`src/efr_pkg.sv`:
```
`timescale 1ns / 1ps
package efr_pkg;

    localparam int KIND_W   = 2;
    localparam int INDEX_W  = 6;
    localparam int LENGTH_W = 7;
    localparam int CAP_W    = 7;

    localparam logic [KIND_W-1:0] KIND_BYTE     = 2'd0;
    localparam logic [KIND_W-1:0] KIND_EMPTY    = 2'd1;
    localparam logic [KIND_W-1:0] KIND_OVERFLOW = 2'd2;

    localparam int REG_IDX_W = 2;
    localparam logic [REG_IDX_W-1:0] REG_START_FLAG  = 2'd0;
    localparam logic [REG_IDX_W-1:0] REG_END_FLAG    = 2'd1;
    localparam logic [REG_IDX_W-1:0] REG_ESCAPE_FLAG = 2'd2;
    localparam logic [REG_IDX_W-1:0] REG_CAPACITY    = 2'd3;

    localparam logic [7:0]       START_FLAG_RESET  = 8'd126;
    localparam logic [7:0]       END_FLAG_RESET    = 8'd127;
    localparam logic [7:0]       ESCAPE_FLAG_RESET = 8'd128;
    localparam logic [CAP_W-1:0] CAPACITY_RESET    = 7'd64;

    typedef struct packed {
        logic [7:0]       start_flag;
        logic [7:0]       end_flag;
        logic [7:0]       escape_flag;
        logic [CAP_W-1:0] capacity;
    } cfg_t;

    typedef struct packed {
        logic take;        // a link byte transfers this cycle
        logic begin_read;  // the byte releases a non-empty packet
        logic reading;     // packet readout in progress
    } cmd_t;

    typedef struct packed {
        logic release_nonempty; // current byte is an end flag with bytes stored
        logic out_hold;         // result register full and not taken
        logic read_done;        // final packet byte loads into the result register
    } status_t;

endpackage

```
`src/efr_link_if.sv`:
```
`timescale 1ns / 1ps
interface efr_link_if;
    logic       valid;
    logic       ready;
    logic [7:0] rx_byte;

    modport source (output valid, output rx_byte, input ready);
    modport sink (input valid, input rx_byte, output ready);
endinterface

```
`src/efr_result_if.sv`:
```
`timescale 1ns / 1ps
interface efr_result_if;
    logic                         valid;
    logic                         ready;
    logic [efr_pkg::KIND_W-1:0]   kind;
    logic [7:0]                   data_byte;
    logic [efr_pkg::INDEX_W-1:0]  byte_index;
    logic [efr_pkg::LENGTH_W-1:0] packet_length;
    logic                         last;

    modport source (output valid, output kind, output data_byte, output byte_index,
                    output packet_length, output last, input ready);
    modport sink (input valid, input kind, input data_byte, input byte_index,
                  input packet_length, input last, output ready);
endinterface

```
`src/efr_ram.sv`:
```
`timescale 1ns / 1ps
module efr_ram #(
    parameter int WIDTH = 8,
    parameter int DEPTH = 64
) (
    input  logic                                  clk,
    input  logic                                  we,
    input  logic [(DEPTH > 1 ? $clog2(DEPTH) : 1)-1:0] waddr,
    input  logic [WIDTH-1:0]                      wdata,
    input  logic                                  re,
    input  logic [(DEPTH > 1 ? $clog2(DEPTH) : 1)-1:0] raddr,
    output logic [WIDTH-1:0]                      rdata
);
    logic [WIDTH-1:0] mem [DEPTH];
    logic [WIDTH-1:0] rdata_reg;

    always_ff @(posedge clk)
    begin
        if (we)
        begin
            mem[waddr] <= wdata;
        end
        if (re)
        begin
            rdata_reg <= mem[raddr];
        end
    end

    assign rdata = rdata_reg;
endmodule

```
`src/efr_ctrl.sv`:
```
`timescale 1ns / 1ps
module efr_ctrl (
    input  logic             clk,
    input  logic             rst_n,
    input  logic             in_valid,
    output logic             in_ready,
    input  efr_pkg::status_t status,
    output efr_pkg::cmd_t    cmd
);
    typedef enum logic [1:0] {
        ST_IDLE = 2'b01,
        ST_READ = 2'b10
    } state_t;

    state_t state_reg;
    state_t state_next;
    logic   take;

    // accept link bytes only while idle and the result register can move
    assign in_ready = (state_reg == ST_IDLE) && !status.out_hold;
    assign take     = in_valid && in_ready;

    assign cmd.take       = take;
    assign cmd.begin_read = take && status.release_nonempty;
    assign cmd.reading    = (state_reg == ST_READ);

    always_comb
    begin
        state_next = state_reg;
        unique case (state_reg)
            ST_IDLE:
            begin
                if (cmd.begin_read)
                begin
                    state_next = ST_READ;
                end
            end
            ST_READ:
            begin
                if (status.read_done)
                begin
                    state_next = ST_IDLE;
                end
            end
            default: state_next = ST_IDLE;
        endcase
    end

    always_ff @(posedge clk or negedge rst_n)
    begin
        if (!rst_n)
        begin
            state_reg <= ST_IDLE;
        end
        else
        begin
            state_reg <= state_next;
        end
    end
endmodule

```
`src/efr_datapath.sv`:
```
`timescale 1ns / 1ps
module efr_datapath #(
    parameter int BUFFER_DEPTH = 64
) (
    input  logic                         clk,
    input  logic                         rst_n,
    input  efr_pkg::cfg_t                cfg,
    input  efr_pkg::cmd_t                cmd,
    output efr_pkg::status_t             status,
    input  logic [7:0]                   rx_byte,
    input  logic                         res_ready,
    output logic                         res_valid,
    output logic [efr_pkg::KIND_W-1:0]   kind,
    output logic [7:0]                   data_byte,
    output logic [efr_pkg::INDEX_W-1:0]  byte_index,
    output logic [efr_pkg::LENGTH_W-1:0] packet_length,
    output logic                         last
);
    localparam int CW = $clog2(BUFFER_DEPTH + 1);
    localparam int AW = (BUFFER_DEPTH > 1) ? $clog2(BUFFER_DEPTH) : 1;
    localparam logic [efr_pkg::CAP_W-1:0] DEPTH_CAP = efr_pkg::CAP_W'(BUFFER_DEPTH);

    logic          esc_reg, esc_next;
    logic [CW-1:0] fill_reg, fill_next;
    logic [CW-1:0] len_reg, len_next;
    logic [CW-1:0] rd_ptr_reg, rd_ptr_next;
    logic [AW-1:0] rd_idx_reg, rd_idx_next;
    logic          rd_valid_reg, rd_valid_next;

    logic                         res_valid_reg, res_valid_next;
    logic [efr_pkg::KIND_W-1:0]   kind_reg, kind_next;
    logic [7:0]                   data_reg, data_next;
    logic [efr_pkg::INDEX_W-1:0]  index_reg, index_next;
    logic [efr_pkg::LENGTH_W-1:0] length_reg, length_next;
    logic                         last_reg, last_next;

    logic hit_start, hit_esc, hit_end, hit_data;
    logic [efr_pkg::CAP_W-1:0] cap_lim;
    logic overflow;
    logic ram_we, ram_re, load_out, slot_free, rd_last;
    logic [7:0] ram_rdata;

    // byte class: start, then escape, then end; anything else is data
    always_comb
    begin
        hit_start = !esc_reg && (rx_byte == cfg.start_flag);
        hit_esc   = !esc_reg && !hit_start && (rx_byte == cfg.escape_flag);
        hit_end   = !esc_reg && !hit_start && !hit_esc && (rx_byte == cfg.end_flag);
        hit_data  = !(hit_start || hit_esc || hit_end);
        cap_lim   = (cfg.capacity > DEPTH_CAP) ? DEPTH_CAP : cfg.capacity;
        overflow  = efr_pkg::CAP_W'(fill_reg) >= cap_lim;
    end

    assign slot_free = !res_valid_reg || res_ready;
    assign load_out  = cmd.reading && rd_valid_reg && slot_free;
    assign ram_re    = cmd.reading && (rd_ptr_reg < len_reg) && (!rd_valid_reg || load_out);
    assign ram_we    = cmd.take && hit_data && !overflow;
    assign rd_last   = (CW'(rd_idx_reg) + 1'b1) == len_reg;

    assign status.release_nonempty = hit_end && (fill_reg != '0);
    assign status.out_hold         = !slot_free;
    assign status.read_done        = load_out && rd_last;

    always_comb
    begin
        esc_next       = esc_reg;
        fill_next      = fill_reg;
        len_next       = len_reg;
        rd_ptr_next    = rd_ptr_reg;
        rd_idx_next    = rd_idx_reg;
        rd_valid_next  = rd_valid_reg;
        res_valid_next = res_ready ? 1'b0 : res_valid_reg;
        kind_next      = kind_reg;
        data_next      = data_reg;
        index_next     = index_reg;
        length_next    = length_reg;
        last_next      = last_reg;

        if (cmd.take)
        begin
            if (hit_esc)
            begin
                esc_next = 1'b1;
            end
            else if (hit_end)
            begin
                fill_next = '0;
                if (fill_reg == '0)
                begin
                    res_valid_next = 1'b1;
                    kind_next      = efr_pkg::KIND_EMPTY;
                    data_next      = '0;
                    index_next     = '0;
                    length_next    = '0;
                    last_next      = 1'b1;
                end
                else
                begin
                    len_next    = fill_reg;
                    rd_ptr_next = '0;
                end
            end
            else if (hit_data)
            begin
                esc_next = 1'b0;
                if (overflow)
                begin
                    res_valid_next = 1'b1;
                    kind_next      = efr_pkg::KIND_OVERFLOW;
                    data_next      = '0;
                    index_next     = '0;
                    length_next    = '0;
                    last_next      = 1'b1;
                end
                else
                begin
                    fill_next = CW'(fill_reg + 1'b1);
                end
            end
        end

        // readout: ram data register acts as a one-entry stage ahead of the result
        if (load_out)
        begin
            res_valid_next = 1'b1;
            kind_next      = efr_pkg::KIND_BYTE;
            data_next      = ram_rdata;
            index_next     = efr_pkg::INDEX_W'(rd_idx_reg);
            length_next    = efr_pkg::LENGTH_W'(len_reg);
            last_next      = rd_last;
            rd_valid_next  = 1'b0;
        end
        if (ram_re)
        begin
            rd_valid_next = 1'b1;
            rd_idx_next   = rd_ptr_reg[AW-1:0];
            rd_ptr_next   = CW'(rd_ptr_reg + 1'b1);
        end
    end

    efr_ram #(
        .WIDTH (8),
        .DEPTH (BUFFER_DEPTH)
    ) u_store (
        .clk   (clk),
        .we    (ram_we),
        .waddr (fill_reg[AW-1:0]),
        .wdata (rx_byte),
        .re    (ram_re),
        .raddr (rd_ptr_reg[AW-1:0]),
        .rdata (ram_rdata)
    );

    always_ff @(posedge clk or negedge rst_n)
    begin
        if (!rst_n)
        begin
            esc_reg       <= 1'b0;
            fill_reg      <= '0;
            len_reg       <= '0;
            rd_ptr_reg    <= '0;
            rd_valid_reg  <= 1'b0;
            res_valid_reg <= 1'b0;
        end
        else
        begin
            esc_reg       <= esc_next;
            fill_reg      <= fill_next;
            len_reg       <= len_next;
            rd_ptr_reg    <= rd_ptr_next;
            rd_valid_reg  <= rd_valid_next;
            res_valid_reg <= res_valid_next;
        end
    end

    always_ff @(posedge clk)
    begin
        rd_idx_reg <= rd_idx_next;
        kind_reg   <= kind_next;
        data_reg   <= data_next;
        index_reg  <= index_next;
        length_reg <= length_next;
        last_reg   <= last_next;
    end

    assign res_valid     = res_valid_reg;
    assign kind          = kind_reg;
    assign data_byte     = data_reg;
    assign byte_index    = index_reg;
    assign packet_length = length_reg;
    assign last          = last_reg;
endmodule

```
`src/escaped_frame_receiver.sv`:
```
`timescale 1ns / 1ps
// Byte-stuffing deframer, receive side. Link bytes arrive on the link channel,
// one per transfer; results leave on the result channel, one per transfer.
// Start flags, escape flags and stored data bytes are accepted every cycle
// while no packet is read out and the result register can move. An overflow
// or an empty-packet release gives one result. An end flag that releases
// stored bytes holds off the link channel until the final stored byte loads
// into the result register: the packet store has one registered read port,
// read once per result byte. Any stall on the result channel lengthens that
// hold. The packet store needs no clearing after reset. Configuration registers
// sit on an APB port at byte addresses 0 (start flag), 4 (end flag), 8 (escape
// flag) and 12 (capacity); write them only while the block is idle.
module escaped_frame_receiver #(
    parameter int BUFFER_DEPTH = 64
) (
    input  logic                 clk,
    input  logic                 rst_n,
    input  logic                 psel,
    input  logic                 penable,
    input  logic                 pwrite,
    input  logic [3:0]           paddr,
    input  logic [31:0]          pwdata,
    output logic [31:0]          prdata,
    output logic                 pready,
    efr_link_if.sink             link,
    efr_result_if.source         result
);
    efr_pkg::cfg_t    cfg_reg;
    efr_pkg::cfg_t    cfg_next;
    efr_pkg::cmd_t    cmd;
    efr_pkg::status_t status;

    logic [efr_pkg::REG_IDX_W-1:0] reg_idx;
    logic                          cfg_write;

    // the APB port never waits
    assign pready    = 1'b1;
    assign reg_idx   = paddr[3:2];
    assign cfg_write = psel && penable && pwrite && pready;

    // register write decode; each register keeps only its own width
    always_comb
    begin
        cfg_next = cfg_reg;
        if (cfg_write)
        begin
            unique case (reg_idx)
                efr_pkg::REG_START_FLAG:  cfg_next.start_flag  = pwdata[7:0];
                efr_pkg::REG_END_FLAG:    cfg_next.end_flag    = pwdata[7:0];
                efr_pkg::REG_ESCAPE_FLAG: cfg_next.escape_flag = pwdata[7:0];
                efr_pkg::REG_CAPACITY:    cfg_next.capacity    = pwdata[efr_pkg::CAP_W-1:0];
                default: cfg_next = cfg_reg;
            endcase
        end
    end

    // read back the addressed register, zero-extended
    always_comb
    begin
        unique case (reg_idx)
            efr_pkg::REG_START_FLAG:  prdata = {24'd0, cfg_reg.start_flag};
            efr_pkg::REG_END_FLAG:    prdata = {24'd0, cfg_reg.end_flag};
            efr_pkg::REG_ESCAPE_FLAG: prdata = {24'd0, cfg_reg.escape_flag};
            efr_pkg::REG_CAPACITY:    prdata = 32'(cfg_reg.capacity);
            default: prdata = '0;
        endcase
    end

    always_ff @(posedge clk or negedge rst_n)
    begin
        if (!rst_n)
        begin
            cfg_reg.start_flag  <= efr_pkg::START_FLAG_RESET;
            cfg_reg.end_flag    <= efr_pkg::END_FLAG_RESET;
            cfg_reg.escape_flag <= efr_pkg::ESCAPE_FLAG_RESET;
            cfg_reg.capacity    <= efr_pkg::CAPACITY_RESET;
        end
        else
        begin
            cfg_reg <= cfg_next;
        end
    end

    // controller: gates link transfers and sequences the packet readout
    efr_ctrl u_ctrl (
        .clk      (clk),
        .rst_n    (rst_n),
        .in_valid (link.valid),
        .in_ready (link.ready),
        .status   (status),
        .cmd      (cmd)
    );

    // datapath: escape flag, fill count, packet store and result register
    efr_datapath #(
        .BUFFER_DEPTH (BUFFER_DEPTH)
    ) u_datapath (
        .clk           (clk),
        .rst_n         (rst_n),
        .cfg           (cfg_reg),
        .cmd           (cmd),
        .status        (status),
        .rx_byte       (link.rx_byte),
        .res_ready     (result.ready),
        .res_valid     (result.valid),
        .kind          (result.kind),
        .data_byte     (result.data_byte),
        .byte_index    (result.byte_index),
        .packet_length (result.packet_length),
        .last          (result.last)
    );
endmodule
```
`src/flat_wrapper.sv`:
```
// flat-port wrapper written by rule: the top's interface ports become plain ports
module escaped_frame_receiver_flat 
#(
    parameter int BUFFER_DEPTH = 64
)
  (clk, rst_n, psel, penable, pwrite, paddr, pwdata, prdata, pready, link_valid, link_rx_byte, link_ready, result_valid, result_kind, result_data_byte, result_byte_index, result_packet_length, result_last, result_ready);
  efr_link_if link_i ();
  efr_result_if result_i ();
  input  logic clk;
  input  logic rst_n;
  input  logic psel;
  input  logic penable;
  input  logic pwrite;
  input  logic [3:0] paddr;
  input  logic [31:0] pwdata;
  output logic [31:0] prdata;
  output logic pready;
  input wire logic [$bits(link_i.valid)-1:0] link_valid;
  input wire logic [$bits(link_i.rx_byte)-1:0] link_rx_byte;
  output wire logic [$bits(link_i.ready)-1:0] link_ready;
  output wire logic [$bits(result_i.valid)-1:0] result_valid;
  output wire logic [$bits(result_i.kind)-1:0] result_kind;
  output wire logic [$bits(result_i.data_byte)-1:0] result_data_byte;
  output wire logic [$bits(result_i.byte_index)-1:0] result_byte_index;
  output wire logic [$bits(result_i.packet_length)-1:0] result_packet_length;
  output wire logic [$bits(result_i.last)-1:0] result_last;
  input wire logic [$bits(result_i.ready)-1:0] result_ready;
  assign link_i.valid = link_valid;
  assign link_i.rx_byte = link_rx_byte;
  assign link_ready = link_i.ready;
  assign result_valid = result_i.valid;
  assign result_kind = result_i.kind;
  assign result_data_byte = result_i.data_byte;
  assign result_byte_index = result_i.byte_index;
  assign result_packet_length = result_i.packet_length;
  assign result_last = result_i.last;
  assign result_i.ready = result_ready;
  escaped_frame_receiver #(.BUFFER_DEPTH(BUFFER_DEPTH)) u_core (.clk(clk), .rst_n(rst_n), .psel(psel), .penable(penable), .pwrite(pwrite), .paddr(paddr), .pwdata(pwdata), .prdata(prdata), .pready(pready), .link(link_i), .result(result_i));
endmodule
```
`config.mk`:
```
export PLATFORM = sky130hd
export DESIGN_NAME = escaped_frame_receiver_flat
export DESIGN_NICKNAME = d
export VERILOG_FILES = /design/src/efr_pkg.sv /design/src/efr_link_if.sv /design/src/efr_result_if.sv /design/src/efr_ram.sv /design/src/efr_ctrl.sv /design/src/efr_datapath.sv /design/src/escaped_frame_receiver.sv /design/src/flat_wrapper.sv
export SDC_FILE = /design/constraint.sdc
export NUM_CORES = 1
export LEC_CHECK = 0
export ABC_AREA = 1
export BUFFER_PORTS_ARGS = -buffer_cell sky130_fd_sc_hd__buf_2
export CORE_ASPECT_RATIO = 1.5
export CORE_MARGIN = 5
export CORE_UTILIZATION = 39
export DETAILED_ROUTE_END_ITERATION = 10
export MAX_ROUTING_LAYER = met4
export PLACE_DENSITY = 0.53
export SETUP_SLACK_MARGIN = 0.4
export SLEW_MARGIN = 10
export SYNTH_ARGS = -nofsm -noshare
export SYNTH_HDL_FRONTEND = slang
export SYNTH_SLANG_ARGS = --single-unit
```
`constraint.sdc`:
```
create_clock -name clk -period 4 [get_ports clk]
set_clock_uncertainty 0.1 [all_clocks]
set_input_delay 0.6 -clock clk [delete_from_list [all_inputs] [get_ports clk]]
set_output_delay 0.6 -clock clk [all_outputs]
set_load 0.03 [all_outputs]
```
==> results of run 1 <==
-- metrics by stage --
step                utilization  setup WS, ns  instance area (um2)  instances  power (mW)
finish                    0.452         0.594                29500       3259        15.2
global route              0.452         0.394                29500       3259        15.7
CTS                       0.449         0.408                29300       3253        15.2
detailed placement        0.418         0.102                27300       3143        9.40
global placement          0.418         0.139                27300       3143        9.38
floorplan                     -         0.676                25700       2246        8.56
-- layout by cell type, fill, tap and decap left out, drive strengths merged, types with 30 or more instances in the layout --
| master | instances |
|---|---|
| a21oi | 30 |
| buf | 167 |
| clkbuf | 74 |
| dfrtp | 41 |
| edfxtp | 548 |
| inv | 106 |
| nand2 | 321 |
| nand3 | 75 |
| nor2 | 408 |
| o211ai | 53 |
| o21ai | 304 |
| o22ai | 75 |
-- layout make-up --
cell class              count  area, um2  share of cell area
multi-input cells        1391       6830               0.231
flip-flops and latches    607      18000               0.608
well taps                 877       1100              0.0372
clock inverters            33        447              0.0151
diodes                      1       2.50           0.0000848
inverters                 108        410              0.0139
clock buffers              74       1550              0.0525
repair buffers            168       1240              0.0419
-- cells by family (layout without fill, tap and decap cells) --
kind of cell / count (synthesis) / in the layout / synth area share
AO/OA/AOI/OAI: 484 / 484 / 0.106
XOR/XNOR: 27 / 27 / 0.00922
adder cells (fa/ha/maj): 17 / 17 / 0.00830
buffers and inverters: 248 / 383 / 0.0422
flip-flops: 607 / 607 / 0.700
multiplexers: 1 / 1 / 0.000390
other: 2 / 26 / 0.000293
AND/OR/NAND/NOR: 837 / 837 / 0.133
-- how the worst min path moves through the flow --
stage,from,cells past startpoint,endpoint
3_3_place_gp,u_core.u_datapath.kind[1]$_SDFFE_PP0P_,2,u_core.u_datapath.kind[1]$_SDFFE_PP0P_
2_1_floorplan,rst_n,0,u_core.cfg_reg[0]$_DFFE_PN0P_
3_5_place_dp,u_core.u_datapath.kind[1]$_SDFFE_PP0P_,2,u_core.u_datapath.kind[1]$_SDFFE_PP0P_
5_1_grt,pwdata[0],3,u_core.cfg_reg[15]$_DFFE_PN1P_
4_1_cts,pwdata[0],3,u_core.cfg_reg[15]$_DFFE_PN1P_
6_report,pwdata[6],3,u_core.cfg_reg[29]$_DFFE_PN1P_
-- layer usage --
layer,vias to the layer above,global-route usage,wire length (um)
li1,8044,-,-
met1,8364,0.238,27700
met2,592,0.382,39500
met3,178,0.0256,3640
met4,0,0.0934,3570
met5,-,-,0
-- worst max-delay path, delay by kind of cell, from the launching register on --
family / cells / cell delay [ns]
adders and majority gates: 1 / 0.24
and+or+nand+nor: 9 / 1.38
buffers and inverters: 4 / 0.60
DFF: 1 / 0.38
AOI/OAI and AO/OA: 3 / 0.36
-- power by group --
part | total (mW) | switching, mW | internal [mW]
clock network | 5.77 | 2.38 | 3.39
registers | 7.48 | 0.216 | 7.26
logic | 1.92 | 1.41 | 0.510
total | 15.2 | 4.01 | 11.2
-- repair_timing --
item,in CTS,in global routing
gates resized for setup,6,31
pin swaps,3,7
hold endpoints to repair,27,0
setup buffers,2,5
hold buffers,1,0
setup endpoints to repair,512,512
==> out/metrics.yaml, run 1 <==
grt:
  grt_max_degree: 147
  grtUsageTotal: 0.213
  antenna_found_initial: 6
  grt_pass1_vias: 17400
  grt_pass1_wl_um: 109000
  grt_overflow: 0
synthesis:
  syn_inst: 2223
  synthesis.area_um2: 25600
  synth_flop_cell: "edfxtp_1"
  synth_common_cells: "edfxtp_1 (548), nor2_1 (405), nand2_1 (312)"
  synth.most_common_cell: "edfxtp_1"
  async_flop_share: 0.0939
  ys_top_cells_by_area: "edfxtp_1 (64%), nor2_1 (5.9%), o21ai_0 (5.7%)"
  synth_top_area_frac: 0.642
  yosysWarnings: 0
  synth-edff-count: 548
  syn_area_per_cell_um2: 11.5
  synth_top_area_cell: "edfxtp_1"
  yosysUniqueCellTypes: 44
  ys_ff_latch: 607
  ys_seq_area_frac: 0.700
critical_path:
  timing.rr.end: "u_core.u_datapath.u_store.mem[48][1]$_DFFE_PP_"
  critPathLaunchType: "flip-flop"
  required_ns: 4.23
  reg2reg_setup_slack_ns: 0.59
  crit_chain: "or4_4 -> o21ai_4 -> nand2_1 -> ha_4 -> a21oi_2 -> o21ai_1 -> nand2_1 -> nand3_4 -> nor2_4 -> nand2_2 -> nor2_4 -> buf_12 -> buf_4 -> nand3b_4 -> buf_12 -> nor2_2 -> buf_6"
  worst_setup_path_end_kind: "flip-flop"
  cp-endpoint: "u_core.u_datapath.u_store.mem[48][1]$_DFFE_PP_"
  worst_path_largest_cell_delay_ns: 0.55
  crit_type: "flip-flop to flip-flop"
  r2r_cells: 17
  path_max_fanout: 9
  crit_slowest_cell: "or4_4"
  crit_arrival_ns: 3.63
  r2r-start: "u_core.cfg_reg[3]$_DFFE_PN0P_"
  cp-startpoint: "u_core.cfg_reg[3]$_DFFE_PN0P_"
floorplan:
  start_util: 0.392
  row_count: 115
  die_area_um2: 71100
  core_area_um2: 65300
  die_x_um: 219
  boundaryPins: 110
  die_h_um: 324
sta:
  setup_violations: 0
  rsz0062_at_grt: "yes"
  finalCritPeriodShare: 0.852
  fmax_mhz: 294
  finalSetupTns_ns: 0
  hold_viol_final: 0
  fin_hold_ws_ns: 0.145
  fin_crit_ns: 3.41
  worst_pin_slew_ns: 1.17
  slew_headroom: 0.217
  slew_viol_final: 0
layout:
  drive_gt1_frac: 0.137
  largest_reg_flops: 512
  syn2layout_area_growth_pct: 15.1
  nFillCells: 6083
  nets: 2401
routing:
  dr.first_iter.drc_count: 1210
  vias_per_cell: 5.27
  dr.pass1.iters: 5
  drc: 0
  routed_wl_um: 74400
  wl_per_cell_um: 22.8
  route.vias.total: 17200
  drtAntennaViolNets: 0
cts:
  cts-buffers-inserted: 57
  cts_num_sinks: 607
  path_clk_slew_ns: 0.07
  clock_latency_ns: 0.64
  cts_tree: "yes"
  htree_levels: 2
  root_buffer: "clkbuf_16"
  cts_buffer_depth: 3
run_status:
  run_status: "complete, no violations"
placement:
  port_buffers: 58
  place.gp.congestion: 0.883
  dp_hpwl_um: 48400
flow_run:
  cap_violations: 0
hold_path:
  hp-class: "input port to flip-flop"
power:
  pwr_density_cell_nw_per_um2: 514
  vdd_drop_max_mv: 0.514
  total_leakage_power_nw: 10.6
Power figures use the tool's default switching activity.
==> inputs of run 2 (changes only) <==
- CELL_PAD_IN_SITES_DETAIL_PLACEMENT: default -> 0
- CELL_PAD_IN_SITES_GLOBAL_PLACEMENT: default -> 2
- PLACE_DENSITY: 0.53 -> 0.72
==> run 2 against run 1 <==
Effect of this change:
- global-route usage is 0.087 points higher
- final cell count is 0.18% lower
- hold slack better by 0.024 ns
- count of clock-buffer cells in the layout is 6 lower
- register-to-register slack worse by 0.07 ns
- via count is 1.6% lower
- critical path type unchanged
- largest cell class unchanged
==> out/metrics.yaml, run 2 (synthesized netlist as in run 1, its figures left out) <==
run_status:
  run_status: "complete, no violations"
grt:
  grt_max_degree: 153
  grtUsageTotal: 0.214
  grt_pass1_vias: 17200
  antenna_found_initial: 1
  grt_overflow: 0
  grt_pass1_wl_um: 109000
sta:
  layout_setup_ws_ns: 0.528
  setup_violations: 0
  fin_hold_ws_ns: 0.170
  finalCritPeriodShare: 0.868
  worst_pin_slew_ns: 1.17
  slew_headroom: 0.215
  rsz0062_at_grt: "no"
  fmax_mhz: 288
  fin_crit_ns: 3.47
  slew_viol_final: 0
  finalSetupTns_ns: 0
  hold_viol_final: 0
layout:
  antenna_cells: 0
  syn2layout_area_growth_pct: 14.5
  final_cell_mix: "edfxtp_1 (548), nor2_1 (389), nand2_1 (310), o21ai_0 (293), buf_4 (93)"
  multiInputGateArea_um2: 6840
  final_core_util: 0.449
  stdcell_area_um2: 29300
  final_common_cell: "edfxtp_1"
  final_cells: 3253
  register_area_um2: 18000
  largest_reg_flops: 512
  nets: 2399
  nFillCells: 6136
  drive_gt1_frac: 0.135
flow_run:
  cap_violations: 0
placement:
  place_ws_ns: 0.122
  place.gp.congestion: 0.853
  port_buffers: 58
  place_inst: 3142
  dpl-instance-area_um2: 27300
  dp_hpwl_um: 47800
critical_path:
  crit_arrival_ns: 3.67
  cp_num_cells: 16
  crit_slowest_cell: "or4_4"
  critPathLaunchType: "flip-flop"
  path_buf_inv: 3
  r2r_cells: 16
  required_ns: 4.20
  crit_family: "simple AND/OR/NAND/NOR gates"
  crit_chain: "or4_4 -> o21ai_4 -> nand2_2 -> ha_4 -> a21oi_1 -> o21ai_1 -> nand2_1 -> nand3_2 -> nor2_4 -> nand2_4 -> nor2_4 -> buf_12 -> buf_6 -> nand3_4 -> nor2_1 -> buf_4"
  worst_path_largest_cell_delay_ns: 0.56
  crit_type: "flip-flop to flip-flop"
  worst_setup_path_end_kind: "flip-flop"
  path_max_fanout: 8
  crit_top_cell: "nor2_4"
cts:
  path_clk_slew_ns: 0.07
  htree_levels: 2
  cts_num_sinks: 607
  root_buffer: "clkbuf_16"
  cts-buffers-inserted: 56
  clock_latency_ns: 0.61
  cts_tree: "yes"
  cts_buffer_depth: 3
hold_path:
  hp-class: "input port to flip-flop"
  holdPathStages: 3
power:
  pwr_density_cell_nw_per_um2: 505
  p_total_mw: 14.8
  clkPwrFrac: 0.365
  vdd_drop_max_mv: 0.314
  netSwitchingFraction: 0.268
  p_int_mw: 10.8
  power_frac_comb: 0.132
  total_leakage_power_nw: 10.5
  power_switching_mw: 3.97
  p_seq_frac: 0.503
floorplan:
  die_h_um: 324
  die_x_um: 219
  start_util: 0.392
  die_area_um2: 71100
  boundaryPins: 110
  core_area_um2: 65300
  row_count: 115
routing:
  routed_wl_um: 74700
  drc: 0
  route.vias.total: 16900
  dr.first_iter.drc_count: 1114
  drtAntennaViolNets: 0
  vias_per_cell: 5.20
  wl_per_cell_um: 23.0
  dr.pass1.iters: 4
run 2: final cells by class:
| class | instances | share of cell area |
|---|---|---|
| clock buffer | 68 | 0.0500 |
| multi-input combinational | 1391 | 0.233 |
| inverter | 108 | 0.0140 |
| sequential | 607 | 0.612 |
| tap | 877 | 0.0374 |
| clock inverter | 35 | 0.0122 |
| timing repair buffer | 167 | 0.0419 |
run 2: power by group through the flow:
stage                     Sequential (mW)  Clock, mW  Combinational [mW]
final                                7.45       5.41                1.95
after global routing                 7.49       5.78                2.11
after detailed placement             7.58          0                1.79
after floorplan                      7.67          0               0.888
after CTS                            7.45       5.52                1.84
after global placement               7.57          0                1.79
run 2: final timing paths:
check                                                       startpoint                                             end  slack [ns]
worst max-delay path                     u_core.cfg_reg[3]$_DFFE_PN0P_  u_core.u_datapath.u_store.mem[58][1]$_DFFE_PP_        0.53
worst min-delay path                                         pwdata[7]                  u_core.cfg_reg[14]$_DFFE_PN1P_        0.17
worst max register to register           u_core.cfg_reg[3]$_DFFE_PN0P_  u_core.u_datapath.u_store.mem[58][1]$_DFFE_PP_        0.53
worst min register to register  u_core.u_datapath.kind[1]$_SDFFE_PP0P_          u_core.u_datapath.kind[1]$_SDFFE_PP0P_        0.40
max in group asynchronous                                        rst_n                  u_core.cfg_reg[27]$_DFFE_PN1P_        2.43
min in group asynchronous                                        rst_n     u_core.u_datapath.rd_ptr_reg[5]$_DFFE_PN0P_        0.45
run 2: per-layer routing:
layer | track usage | share of wire | vias up
met3 | 0.0186 | 0.033 | 122
met5 | - | 0 | -
met1 | 0.237 | 0.38 | 8345
met4 | 0.0807 | 0.039 | 0
li1 | - | - | 8035
met2 | 0.397 | 0.55 | 398
run 2: worst min-delay path, stage by stage:
cell	delay, ns
buf_2	0.10
inv_1	0.07
o21ai_0	0.09
run 2: timing repair:
item	4_1_cts	5_1_grt
hold endpoints to repair	24	0
gates resized for setup	1	41
hold buffers	1	0
pin swaps	1	4
setup endpoints to repair	512	507
buffers inserted	2	5
==> inputs of run 3 (changes only) <==
- CORE_UTILIZATION: 39 -> 42
- PLACE_DENSITY: 0.72 -> 0.77
- clock period: 4 -> 3.35 ns (I/O delays scaled with it)
==> run 3 against run 2 <==
Effect of this change:
- wire length is 0.18% lower
- worst setup slack worse by 0.38 ns
- via count is 0.85% higher
- global-route usage is 1.5 points higher
- critical path type unchanged
- critical endpoint is now u_core.u_datapath.u_store.mem[54][5]$_DFFE_PP_
- largest cell class unchanged
==> out/metrics.yaml, run 3 (synthesized netlist as in run 1, its figures left out) <==
sta:
  hold_viol_final: 0
  rsz0062_at_grt: "yes"
  worst_pin_slew_ns: 1.04
  finalSetupTns_ns: 0
  finalCritPeriodShare: 0.956
  fin_hold_ws_ns: 0.0752
  setup_violations: 0
  slew_viol_final: 0
  slew_headroom: 0.306
  fmax_mhz: 312
  fin_crit_ns: 3.20
critical_path:
  crit_type: "flip-flop to flip-flop"
  r2r_cells: 14
  reg2reg_setup_slack_ns: 0.15
  worst_setup_path_end_kind: "flip-flop"
  critPathLaunchType: "flip-flop"
  crit_arrival_ns: 3.36
  path_max_fanout: 8
  r2r-start: "u_core.cfg_reg[3]$_DFFE_PN0P_"
  timing.rr.end: "u_core.u_datapath.u_store.mem[54][5]$_DFFE_PP_"
  required_ns: 3.51
placement:
  dpl-instance-area_um2: 27600
  dp_hpwl_um: 49500
  place_inst: 3038
  port_buffers: 58
  place.gp.congestion: 0.866
grt:
  grt_pass1_vias: 17400
  grt_max_degree: 100
  grt_pass1_wl_um: 109000
  grt_overflow: 0
  antenna_found_initial: 1
  grtUsageTotal: 0.228
layout:
  final_cells: 3153
  final_common_cell: "edfxtp_1"
  final_cell_mix: "edfxtp_1 (548), nor2_1 (341), nand2_1 (311), o21ai_0 (293), inv_1 (92)"
  largest_reg_flops: 512
  drive_gt1_frac: 0.155
  stdcell_area_um2: 29900
  nets: 2384
  syn2layout_area_growth_pct: 16.7
hold_path:
  hp-class: "input port to flip-flop"
  holdPathStages: 3
  min-delay-start: "pwdata[7]"
  holdPathEnd: "u_core.cfg_reg[14]$_DFFE_PN1P_"
floorplan:
  core_area_um2: 60800
  start_util: 0.421
  die_x_um: 212
  die_area_um2: 66200
  die_h_um: 313
  boundaryPins: 110
  row_count: 111
cts:
  cts_buffer_depth: 3
  htree_levels: 2
  path_clk_slew_ns: 0.06
  cts_num_sinks: 607
  cts_tree: "yes"
  clock_latency_ns: 0.60
  root_buffer: "clkbuf_16"
  cts-buffers-inserted: 55
power:
  vdd_drop_max_mv: 0.697
  p_total_mw: 18.5
  pwr_density_cell_nw_per_um2: 620
  total_leakage_power_nw: 10.6
routing:
  dr.pass1.iters: 7
  drtAntennaViolNets: 0
  wl_per_cell_um: 23.6
  route.vias.total: 17000
  routed_wl_um: 74600
  dr.first_iter.drc_count: 1121
  drc: 0
  vias_per_cell: 5.41
flow_run:
  cap_violations: 0
run_status:
  run_status: "complete, no violations"
[run 3: cell types whose count changed in the layout (fill, tap and decap cells not counted), moves of 5 or more]
cell,delta
bufinv_16,+7
buf_4,-31
nor2_4,+56
clkbuf_1,-6
buf_12,+9
nor2_2,-8
buf_6,+8
nor2_1,-48
clkinv_1,-5
[run 3: how the worst max path moves through the flow]
stage                                                endpoint  slack [ns]  depth (start not counted)                     startpoint
2_1_floorplan  u_core.u_datapath.u_store.mem[55][0]$_DFFE_PP_        0.19                         14  u_core.cfg_reg[0]$_DFFE_PN0P_
3_3_place_gp   u_core.u_datapath.u_store.mem[24][4]$_DFFE_PP_       -0.04                         14  u_core.cfg_reg[0]$_DFFE_PN0P_
3_5_place_dp   u_core.u_datapath.u_store.mem[24][6]$_DFFE_PP_       -0.11                         14  u_core.cfg_reg[0]$_DFFE_PN0P_
4_1_cts        u_core.u_datapath.u_store.mem[29][4]$_DFFE_PP_        0.12                         14  u_core.cfg_reg[3]$_DFFE_PN0P_
5_1_grt        u_core.u_datapath.u_store.mem[54][5]$_DFFE_PP_       -0.02                         16  u_core.cfg_reg[3]$_DFFE_PN0P_
6_report       u_core.u_datapath.u_store.mem[54][5]$_DFFE_PP_        0.15                         14  u_core.cfg_reg[3]$_DFFE_PN0P_
[run 3: area by class of cell]
cell class | instances | area [um2]
Inverter | 108 | 410
Antenna cell | 1 | 2.50
Clock buffer | 61 | 1420
Timing Repair Buffer | 153 | 1270
Tap cell | 791 | 990
Fill cell | 5431 | 30900
Sequential cell | 607 | 18000
Clock inverter | 41 | 584
Multi-Input combinational cell | 1391 | 7280
[run 3: power breakdown]
group	internal [mW]	total, mW	switching (mW)
Sequential	8.67	8.90	0.229
Clock	4.14	6.93	2.79
Combinational	0.768	2.71	1.94
Total	13.6	18.5	4.95
[run 3: critical path, cell delays in order (launching register included)]
cell and delay [ns]:
dfrtp_1 0.38, or4_4 0.56, o21ai_4 0.16, nand2_1 0.11, ha_4 0.23, a21oi_2 0.11
o21a_1 0.13, nand3_2 0.11, nor2_4 0.10, nand2_2 0.08, nor2_4 0.13, buf_6 0.17
nand3b_4 0.10, buf_12 0.17, nor2_4 0.23
[run 3: stage by stage]
| step | worst slack [ns] | utilization |
|---|---|---|
| floorplan | 0.195 | - |
| global placement | -0.0378 | 0.453 |
| detailed placement | -0.111 | 0.453 |
| CTS | 0.120 | 0.491 |
| global route | -0.0229 | 0.492 |
| finish | 0.148 | 0.492 |
[run 3: layer usage]
metal / vias up / routed length, um / track usage
met1: 8323 / 26800 / 0.251
met3: 157 / 3350 / 0.0210
li1: 8029 / - / -
met5: - / 0 / -
met2: 534 / 40900 / 0.420
met4: 0 / 3460 / 0.0948
[run 3: what timing repair did]
item / in CTS / in global routing
gates resized for setup: 29 / 9
pin swaps: 19 / 10
setup endpoints to repair: 534 / 534
endpoints found under the hold margin: 37 / 0
hold buffers: 1 / 0
gates cloned: 0 / 0
setup buffers: 9 / 2
